[src/rtl/assert_macros.svh]
// assertion helpers shared by the rtl
`ifndef ASSERT_MACROS_SVH
`define ASSERT_MACROS_SVH

// clocked assertion, checks suspended while reset is high
`define TCM_ASSERT(label, prop, msg) \
   label: assert property (@(posedge clock) disable iff (reset) prop) else $error(msg);

// implication checked on the next clock edge
`define TCM_ASSERT_NEXT(label, ante, cons, msg) \
   `TCM_ASSERT(label, (ante) |=> (cons), msg)

// implication checked on the same clock edge
`define TCM_ASSERT_SAME(label, ante, cons, msg) \
   `TCM_ASSERT(label, (ante) |-> (cons), msg)

`endif

[src/rtl/tcm_pkg.sv]
package tcm_pkg;

   localparam int DATA_W     = 32;
   localparam int KIND_W     = 2;
   localparam int INDEX_W    = 4;
   localparam int CLK_CTRL_W = 5;
   localparam int CNT_CTRL_W = 7;
   localparam int STATUS_W   = 5;
   localparam int ENABLE_W   = 6;
   localparam int MATCH_NUM  = 3;

   // transaction kinds
   localparam logic [KIND_W-1:0] KIND_TICK  = 2'd0;
   localparam logic [KIND_W-1:0] KIND_READ  = 2'd1;
   localparam logic [KIND_W-1:0] KIND_WRITE = 2'd2;

   // register map
   localparam logic [INDEX_W-1:0] REG_CLK_CTRL = 4'd0;
   localparam logic [INDEX_W-1:0] REG_CNT_CTRL = 4'd1;
   localparam logic [INDEX_W-1:0] REG_COUNT    = 4'd2;
   localparam logic [INDEX_W-1:0] REG_INTERVAL = 4'd3;
   localparam logic [INDEX_W-1:0] REG_MATCH0   = 4'd4;
   localparam logic [INDEX_W-1:0] REG_MATCH1   = 4'd5;
   localparam logic [INDEX_W-1:0] REG_MATCH2   = 4'd6;
   localparam logic [INDEX_W-1:0] REG_STATUS   = 4'd7;
   localparam logic [INDEX_W-1:0] REG_ENABLE   = 4'd8;

   // clock control bits
   localparam int CC_PS_EN_BIT = 0;

   // counter control bits
   localparam int CT_STOP_BIT     = 0;
   localparam int CT_INTV_BIT     = 1;
   localparam int CT_DECR_BIT     = 2;
   localparam int CT_MATCH_BIT    = 3;
   localparam int CT_RST_BIT      = 4;
   localparam int CT_WAVE_DIS_BIT = 5;
   localparam int CT_POL_BIT      = 6;

   // interrupt status bits
   localparam int IS_INTV_BIT   = 0;
   localparam int IS_MATCH0_BIT = 1;
   localparam int IS_OVR_BIT    = 4;

   typedef struct packed {
      logic [KIND_W-1:0]  kind;
      logic [INDEX_W-1:0] reg_index;
      logic [DATA_W-1:0]  write_data;
   } req_item_type;

   typedef struct packed {
      logic [DATA_W-1:0] read_data;
      logic              irq;
      logic              wave_out;
   } rsp_item_type;

endpackage

[src/rtl/timer_counter_with_match_top.sv]
// one timer channel with prescaler, interval/overflow wrap and three match registers
// request channel: req_valid/req_stall carry a transaction of req_kind (tick, read,
// write), req_reg_index and req_write_data; one response per request
// response channel: rsp_valid/rsp_stall carry rsp_read_data (register value on
// reads, zero otherwise), rsp_irq and rsp_wave_out as they stand after the request
// a request taken into the input register moves on into the response register
// once that register is empty or being taken, and rsp_valid then shows it
// throughput: one request per cycle while rsp_stall is low; the input register
// feeds one pass of counter, prescaler and register-file logic into the
// response register
// reset (synchronous, active high) empties both registers, clears all timer
// registers and leaves the counter stopped
// when rsp_stall holds the response, the input register keeps taking one more
// request, then req_stall rises until the response is taken; nothing is dropped
module timer_counter_with_match_top
   import tcm_pkg::*;
#(
   parameter int COUNT_BITS    = 16,
   parameter int PRESCALE_BITS = 4
)
(
   input  logic                 clock,
   input  logic                 reset,
   input  logic                 req_valid,
   output logic                 req_stall,
   input  logic [KIND_W-1:0]    req_kind,
   input  logic [INDEX_W-1:0]   req_reg_index,
   input  logic [DATA_W-1:0]    req_write_data,
   output logic                 rsp_valid,
   input  logic                 rsp_stall,
   output logic [DATA_W-1:0]    rsp_read_data,
   output logic                 rsp_irq,
   output logic                 rsp_wave_out
);

   req_item_type req_item;
   req_item_type item;
   logic         item_valid;
   logic         advance;
   rsp_item_type result;
   rsp_item_type rsp_item;

   assign req_item.kind       = req_kind;
   assign req_item.reg_index  = req_reg_index;
   assign req_item.write_data = req_write_data;

   tcm_in_reg u_in_reg (
      .clock      (clock),
      .reset      (reset),
      .req_valid  (req_valid),
      .req_stall  (req_stall),
      .req_item   (req_item),
      .advance    (advance),
      .item_valid (item_valid),
      .item       (item)
   );

   tcm_core #(
      .COUNT_BITS    (COUNT_BITS),
      .PRESCALE_BITS (PRESCALE_BITS)
   ) u_core (
      .clock  (clock),
      .reset  (reset),
      .fire   (item_valid && advance),
      .item   (item),
      .result (result)
   );

   tcm_out_reg u_out_reg (
      .clock      (clock),
      .reset      (reset),
      .item_valid (item_valid),
      .result     (result),
      .advance    (advance),
      .rsp_valid  (rsp_valid),
      .rsp_stall  (rsp_stall),
      .rsp_item   (rsp_item)
   );

   assign rsp_read_data = rsp_item.read_data;
   assign rsp_irq       = rsp_item.irq;
   assign rsp_wave_out  = rsp_item.wave_out;

endmodule

[src/rtl/tcm_in_reg.sv]
`include "assert_macros.svh"

module tcm_in_reg
   import tcm_pkg::*;
(
   input  logic         clock,
   input  logic         reset,
   input  logic         req_valid,
   output logic         req_stall,
   input  req_item_type req_item,
   input  logic         advance,
   output logic         item_valid,
   output req_item_type item
);

   logic         valid_ff;
   logic         valid_in;
   req_item_type item_ff;

   assign req_stall = valid_ff && !advance;
   assign valid_in  = req_stall ? valid_ff : req_valid;

   always_ff @(posedge clock) begin
      if (reset) begin
         valid_ff <= 1'b0;
      end else begin
         valid_ff <= valid_in;
      end
   end

   always_ff @(posedge clock) begin
      if (req_valid && !req_stall) begin
         item_ff <= req_item;
      end
   end

   assign item_valid = valid_ff;
   assign item       = item_ff;

   // a held transaction must not be lost or overwritten
   `TCM_ASSERT_NEXT(a_hold_item, !reset && req_stall, valid_ff && $stable(item_ff), "held transaction changed")

endmodule

[src/rtl/tcm_core.sv]
`include "assert_macros.svh"

module tcm_core
   import tcm_pkg::*;
#(
   parameter int COUNT_BITS    = 16,
   parameter int PRESCALE_BITS = 4
)
(
   input  logic         clock,
   input  logic         reset,
   input  logic         fire,
   input  req_item_type item,
   output rsp_item_type result
);

   localparam int PS_W = 1 << PRESCALE_BITS;

   logic [PS_W-1:0]       ps_ff, ps_in;
   logic [COUNT_BITS-1:0] cnt_ff, cnt_in;
   logic [CLK_CTRL_W-1:0] clk_ctrl_ff, clk_ctrl_in;
   logic [CNT_CTRL_W-1:0] cnt_ctrl_ff, cnt_ctrl_in;
   logic [COUNT_BITS-1:0] interval_ff, interval_in;
   logic [COUNT_BITS-1:0] match_ff [MATCH_NUM];
   logic [COUNT_BITS-1:0] match_in [MATCH_NUM];
   logic [STATUS_W-1:0]   status_ff, status_in;
   logic [ENABLE_W-1:0]   enable_ff, enable_in;
   logic                  wave_ff, wave_in;

   logic [PRESCALE_BITS-1:0] ps_n;
   logic [PS_W-1:0]          ps_last;
   logic [COUNT_BITS-1:0]    cnt_top;
   logic [COUNT_BITS-1:0]    cnt_adv;
   logic                     adv_wrap;
   logic [MATCH_NUM-1:0]     hit;
   logic                     adv;
   logic [DATA_W-1:0]        rd;
   logic [CNT_CTRL_W-1:0]    ctrl_wr;

   // prescaler terminal count: low n+1 bits set
   assign ps_n = clk_ctrl_ff[PRESCALE_BITS:1];
   always_comb begin
      for (int i = 0; i < PS_W; i++) begin
         ps_last[i] = (PRESCALE_BITS'(i) <= ps_n);
      end
   end

   // next count, wrap flag and match hits if the counter advances
   always_comb begin
      cnt_top  = cnt_ctrl_ff[CT_INTV_BIT] ? interval_ff : '1;
      adv_wrap = 1'b0;
      if (cnt_ctrl_ff[CT_DECR_BIT]) begin
         if (cnt_ff == '0) begin
            cnt_adv  = cnt_top;
            adv_wrap = 1'b1;
         end else begin
            cnt_adv = cnt_ff - COUNT_BITS'(1);
         end
      end else begin
         if (cnt_ff >= cnt_top) begin
            cnt_adv  = '0;
            adv_wrap = 1'b1;
         end else begin
            cnt_adv = cnt_ff + COUNT_BITS'(1);
         end
      end
      for (int i = 0; i < MATCH_NUM; i++) begin
         hit[i] = (cnt_adv == match_ff[i]);
      end
   end

   always_comb begin
      ps_in       = ps_ff;
      cnt_in      = cnt_ff;
      clk_ctrl_in = clk_ctrl_ff;
      cnt_ctrl_in = cnt_ctrl_ff;
      interval_in = interval_ff;
      match_in    = match_ff;
      status_in   = status_ff;
      enable_in   = enable_ff;
      wave_in     = wave_ff;
      adv         = 1'b0;
      rd          = '0;
      ctrl_wr     = item.write_data[CNT_CTRL_W-1:0];

      case (item.kind)
         KIND_TICK: begin
            if (!cnt_ctrl_ff[CT_STOP_BIT]) begin
               if (clk_ctrl_ff[CC_PS_EN_BIT]) begin
                  if (ps_ff >= ps_last) begin
                     ps_in = '0;
                     adv   = 1'b1;
                  end else begin
                     ps_in = ps_ff + PS_W'(1);
                  end
               end else begin
                  ps_in = '0;
                  adv   = 1'b1;
               end
            end
         end
         KIND_READ: begin
            case (item.reg_index)
               REG_CLK_CTRL: rd = DATA_W'(clk_ctrl_ff);
               REG_CNT_CTRL: rd = DATA_W'(cnt_ctrl_ff);
               REG_COUNT:    rd = DATA_W'(cnt_ff);
               REG_INTERVAL: rd = DATA_W'(interval_ff);
               REG_MATCH0:   rd = DATA_W'(match_ff[0]);
               REG_MATCH1:   rd = DATA_W'(match_ff[1]);
               REG_MATCH2:   rd = DATA_W'(match_ff[2]);
               REG_STATUS: begin
                  rd        = DATA_W'(status_ff);
                  status_in = '0;
               end
               REG_ENABLE:   rd = DATA_W'(enable_ff);
               default:      rd = '0;
            endcase
         end
         KIND_WRITE: begin
            case (item.reg_index)
               REG_CLK_CTRL: clk_ctrl_in = item.write_data[CLK_CTRL_W-1:0];
               REG_CNT_CTRL: begin
                  // reset bit clears count and prescaler, never stored
                  if (ctrl_wr[CT_RST_BIT]) begin
                     cnt_in = '0;
                     ps_in  = '0;
                  end
                  cnt_ctrl_in             = ctrl_wr;
                  cnt_ctrl_in[CT_RST_BIT] = 1'b0;
               end
               REG_INTERVAL: interval_in = item.write_data[COUNT_BITS-1:0];
               REG_MATCH0:   match_in[0] = item.write_data[COUNT_BITS-1:0];
               REG_MATCH1:   match_in[1] = item.write_data[COUNT_BITS-1:0];
               REG_MATCH2:   match_in[2] = item.write_data[COUNT_BITS-1:0];
               REG_ENABLE:   enable_in   = item.write_data[ENABLE_W-1:0];
               default:      ;
            endcase
         end
         default: ;
      endcase

      if (adv) begin
         cnt_in = cnt_adv;
         // wrap clears the wave first, match 0 may set it again
         if (adv_wrap) begin
            if (cnt_ctrl_ff[CT_INTV_BIT]) begin
               status_in[IS_INTV_BIT] = 1'b1;
            end else begin
               status_in[IS_OVR_BIT] = 1'b1;
            end
            wave_in = 1'b0;
         end
         if (cnt_ctrl_ff[CT_MATCH_BIT]) begin
            for (int i = 0; i < MATCH_NUM; i++) begin
               if (hit[i]) begin
                  status_in[IS_MATCH0_BIT + i] = 1'b1;
               end
            end
            if (hit[0]) begin
               wave_in = 1'b1;
            end
         end
      end

      result.read_data = rd;
      result.irq       = |(status_in & enable_in[STATUS_W-1:0]);
      result.wave_out  = cnt_ctrl_in[CT_WAVE_DIS_BIT] ? cnt_ctrl_in[CT_POL_BIT]
                                                      : (wave_in ^ cnt_ctrl_in[CT_POL_BIT]);
   end

   always_ff @(posedge clock) begin
      if (reset) begin
         ps_ff       <= '0;
         cnt_ff      <= '0;
         clk_ctrl_ff <= '0;
         cnt_ctrl_ff <= CNT_CTRL_W'(1) << CT_STOP_BIT;
         interval_ff <= '0;
         for (int i = 0; i < MATCH_NUM; i++) begin
            match_ff[i] <= '0;
         end
         status_ff   <= '0;
         enable_ff   <= '0;
         wave_ff     <= 1'b0;
      end else if (fire) begin
         ps_ff       <= ps_in;
         cnt_ff      <= cnt_in;
         clk_ctrl_ff <= clk_ctrl_in;
         cnt_ctrl_ff <= cnt_ctrl_in;
         interval_ff <= interval_in;
         match_ff    <= match_in;
         status_ff   <= status_in;
         enable_ff   <= enable_in;
         wave_ff     <= wave_in;
      end
   end

   `TCM_ASSERT_NEXT(a_stop_holds, !reset && fire && item.kind == KIND_TICK && cnt_ctrl_ff[CT_STOP_BIT], $stable(cnt_ff) && $stable(ps_ff), "stopped counter moved")
   `TCM_ASSERT_NEXT(a_status_clear, !reset && fire && item.kind == KIND_READ && item.reg_index == REG_STATUS, status_ff == '0, "status not cleared by read")
   `TCM_ASSERT_NEXT(a_idle_hold, !reset && !fire, $stable(cnt_ff) && $stable(status_ff), "state changed without a transaction")

endmodule

[src/rtl/tcm_out_reg.sv]
module tcm_out_reg
   import tcm_pkg::*;
(
   input  logic         clock,
   input  logic         reset,
   input  logic         item_valid,
   input  rsp_item_type result,
   output logic         advance,
   output logic         rsp_valid,
   input  logic         rsp_stall,
   output rsp_item_type rsp_item
);

   logic         valid_ff;
   logic         valid_in;
   rsp_item_type item_ff;

   // pipeline moves when the result slot is empty or being taken
   assign advance  = !valid_ff || !rsp_stall;
   assign valid_in = advance ? item_valid : valid_ff;

   always_ff @(posedge clock) begin
      if (reset) begin
         valid_ff <= 1'b0;
      end else begin
         valid_ff <= valid_in;
      end
   end

   always_ff @(posedge clock) begin
      if (advance && item_valid) begin
         item_ff <= result;
      end
   end

   assign rsp_valid = valid_ff;
   assign rsp_item  = item_ff;

endmodule

[config.mk]
export PLATFORM = sky130hd
export DESIGN_NAME = timer_counter_with_match_top
export DESIGN_NICKNAME = d
export VERILOG_FILES = /design/src/rtl/tcm_pkg.sv /design/src/rtl/timer_counter_with_match_top.sv /design/src/rtl/tcm_in_reg.sv /design/src/rtl/tcm_core.sv /design/src/rtl/tcm_out_reg.sv
export VERILOG_INCLUDE_DIRS = /design/src /design/src/rtl
export SDC_FILE = /design/constraint.sdc
export NUM_CORES = 1
export LEC_CHECK = 0
export BUFFER_PORTS_ARGS = -buffer_cell sky130_fd_sc_hd__buf_2
export CAP_MARGIN = 10
export CORE_MARGIN = 8
export CORE_UTILIZATION = 50
export DETAILED_ROUTE_END_ITERATION = 12
export PLACE_DENSITY = 0.7
export SYNTH_ARGS = -nofsm -noshare
export SYNTH_HDL_FRONTEND = slang
export SYNTH_SLANG_ARGS = --single-unit
[constraint.sdc]
create_clock -name clock -period 5.7 [get_ports clock]
set_clock_uncertainty 0.05 [all_clocks]
set_input_delay 0.57 -clock clock [delete_from_list [all_inputs] [get_ports clock]]
set_output_delay 0.57 -clock clock [all_outputs]
set_load 0.02 [all_outputs]
==> run metrics <==
Power Density 241 nW/um2; Worst R2R End u_out_reg.rsp_item[1]; initial core utilization around 50%; critical path class flip-flop to flip-flop; flops & latches, synth 161; status finished, final reports clean; largest net degree at the start of global routing 81; worst hold stages 1; Warnings, synthesis 0; launching point of the worst reg2reg path u_core.cnt_ctrl_ff[1]; Die H 153 um; CP Max Fanout 19; clock sink count roughly 160; # port buffers 45; CTS tree built; Vias 8530; area share of the largest cell type after synthesis 26.0%; initial antenna violation count 0; R2R depth 12; Mapped Avg Cell Area 8.33 um2; Initial DRT Pass Iterations 5; DP Wirelength 19900 um; layout cells sized above 1 between 10% and 20%; Synth Cell Area 9330 um2; Antenna Violating Nets Remaining 0; GP Congestion 0.967; post-CTS sizing 0; prevailing post-synth register cell dfxtp_1; EDFF count, synth 40; cts bufs inserted 17; setup TNS 0 ns; DIE AREA roughly 23000 um2; WL/cell 20.3 um; H-tree level count 4; Initial DRC Count 1223; Final Hold Fails 0; core area around 19000 um2; Post-CTS Hold Fix Bufs 0; HP Start req_write_data[12]; DR WL met3 2700 um; FF-to-FF setup slack 0.88 ns; hold endpoint u_in_reg.item[12]; post-DR vias/cell 6.23; Bufs on Longest Clock Path 2; most instantiated library cell after synthesis nand2_1; Layout area overhead 9.46%; Worst EP required about 6 ns; Top Layer Used met4; Leakage between 3 and 4 nW; Remaining DRCs 0; startpoint types flip-flop; root buffer cell clkbuf_16; clk_lat worst skew 0.43 ns; Worst EP arrival 5.01 ns; met1 WL about 12000 um; CP Capture Type flip-flop; setup violators final 0; Synth top cells by count nand2_1, dfxtp_1, a21oi_1; DR WL met2 around 12000 um; hold crit path type primary input to flip-flop; chip width 153 um; first-pass GRT wire length 44600 um; Post-CTS Setup Bufs 0; Async S/R FF share, synth 0%; nets@finish 1199; Tmin final 4.82 ns; design area 10200 um2; # fillers about 1700; MaxCap Viol Count 0; total track usage around a quarter; main area contributors after synthesis dfxtp_1, edfxtp_1, nand2_1, a21oi_1, ha_1; RSZ-0062 raised after global routing false; post-synthesis cell type count 74; f_max 208 MHz; part of the cycle the worst path needs between 80% and 90%; register area share after synthesis 38.8%; final wirelength 27900 um; vias in the first global route 8059; Ports 78; cell area after placement 9620 um2; VDD IR max between 0.2 and 0.25 mV; n_diodes 0; Cells after Synth between 1000 and 1500; num rows 50; Rel. slew slack 17.9%; leading area contributor after synthesis dfxtp_1; Max Slew Vio Count 0; grt ovf 0; Reg clk slew, reported paths 0.07 ns; Least-Margin Pin Slew 1.23 ns
==> metrics by stage <==
step,power [W],utilization (%),hold WS [ns],worst slack (ns),cells
2_1_floorplan,0.00130,-,0.386,1.66,1135
3_3_place_gp,0.00133,51.9,0.397,0.960,1338
3_5_place_dp,0.00133,51.9,0.401,0.994,1338
4_1_cts,0.00247,55.1,0.249,0.955,1370
5_1_grt,0.00253,55.1,0.243,0.577,1370
6_report,0.00246,55.1,0.254,0.882,1370
==> routing by layer <==
metal	vias up	track usage [%]
met3	47	4.23
met5	-	0
met2	418	35.8
met1	4028	33.0
li1	4037	-
met4	0	8.77
==> how the worst max path moves through the flow <==
| stage | cells past startpoint | slack [ns] | startpoint | endpoint |
|---|---|---|---|---|
| floorplan | 15 | 1.66 | u_core.cnt_ctrl_ff[1] | u_out_reg.rsp_item[0] |
| global placement | 12 | 0.96 | u_core.cnt_ctrl_ff[1] | u_out_reg.rsp_item[1] |
| detailed placement | 12 | 0.99 | u_core.cnt_ctrl_ff[1] | u_out_reg.rsp_item[1] |
| CTS | 12 | 0.96 | u_core.cnt_ctrl_ff[1] | u_out_reg.rsp_item[1] |
| global route | 12 | 0.58 | u_core.cnt_ctrl_ff[1] | u_out_reg.rsp_item[0] |
| finish | 12 | 0.88 | u_core.cnt_ctrl_ff[1] | u_out_reg.rsp_item[1] |
==> cell usage in the layout (no fill, tap or decap), drive strengths merged, types with 23 or more instances in the layout <==
cell,count
edfxtp,40
a21oi,116
xor2,33
dfxtp,121
buf,58
nand3,31
a31oi,26
xnor2,23
o21ai,39
nor2,76
ha,34
a22oi,27
nand2,188
==> state kept, by name (all words and copies together), names as in the netlist <==
register             cells
u_core.match_ff         48
u_in_reg.item           22
u_out_reg.rsp_valid      1
u_core.status_ff         5
u_core.enable_ff         6
u_core.clk_ctrl_ff       5
u_core.wave_ff           1
u_core.interval_ff      16
u_core.cnt_ff           16
u_core.ps_ff            16
u_in_reg.item_valid      1
u_out_reg.rsp_item      18
u_core.cnt_ctrl_ff       6
==> cells by family (layout without fill, tap and decap cells) <==
kind of cell / after synthesis / after routing / share of synthesized area [%]
XOR/XNOR: 56 / 56 / 5.26
AND/OR/NAND/NOR: 451 / 451 / 23.7
adder cells (fa/ha/maj): 34 / 34 / 4.56
AO/OA/AOI/OAI: 290 / 290 / 19.9
multiplexers: 27 / 27 / 2.96
flip-flops: 161 / 161 / 38.8
other: 1 / 16 / 0.0402
buffers and inverters: 100 / 101 / 4.74
==> where the power goes <==
group	internal (W)	total (W)	leakage (nW)	switching, W
logic	0.0000247	0.0000922	2.12	0.0000675
registers	0.00119	0.00121	1.36	0.0000250
clock network	0.000625	0.00116	0.285	0.000531
total	0.00184	0.00246	3.76	0.000624
==> worst max-delay path, cell delays in order, from the launching register on <==
cell and delay, ns:
dfxtp_1 0.72, nand2b_1 0.17, ha_1 0.30, nand2b_1 0.14, a2111oi_1 0.59, a2111oi_4 0.14
nor3_4 0.65, a2bb2oi_2 0.24, xnor2_1 0.20, or4_4 0.55, or2_0 0.25, or3_1 0.38
o221ai_1 0.26
==> layout make-up <==
class | instances | area [um2] | area share, %
tap | 234 | 293 | 2.87
timing repair buffer | 58 | 325 | 3.19
multi-input combinational | 874 | 5340 | 52.3
clock buffer | 17 | 425 | 4.17
inverter | 11 | 41.3 | 0.404
clock inverter | 15 | 165 | 1.62
sequential | 161 | 3620 | 35.5
Note: power is estimated with default switching activity, not from simulation.
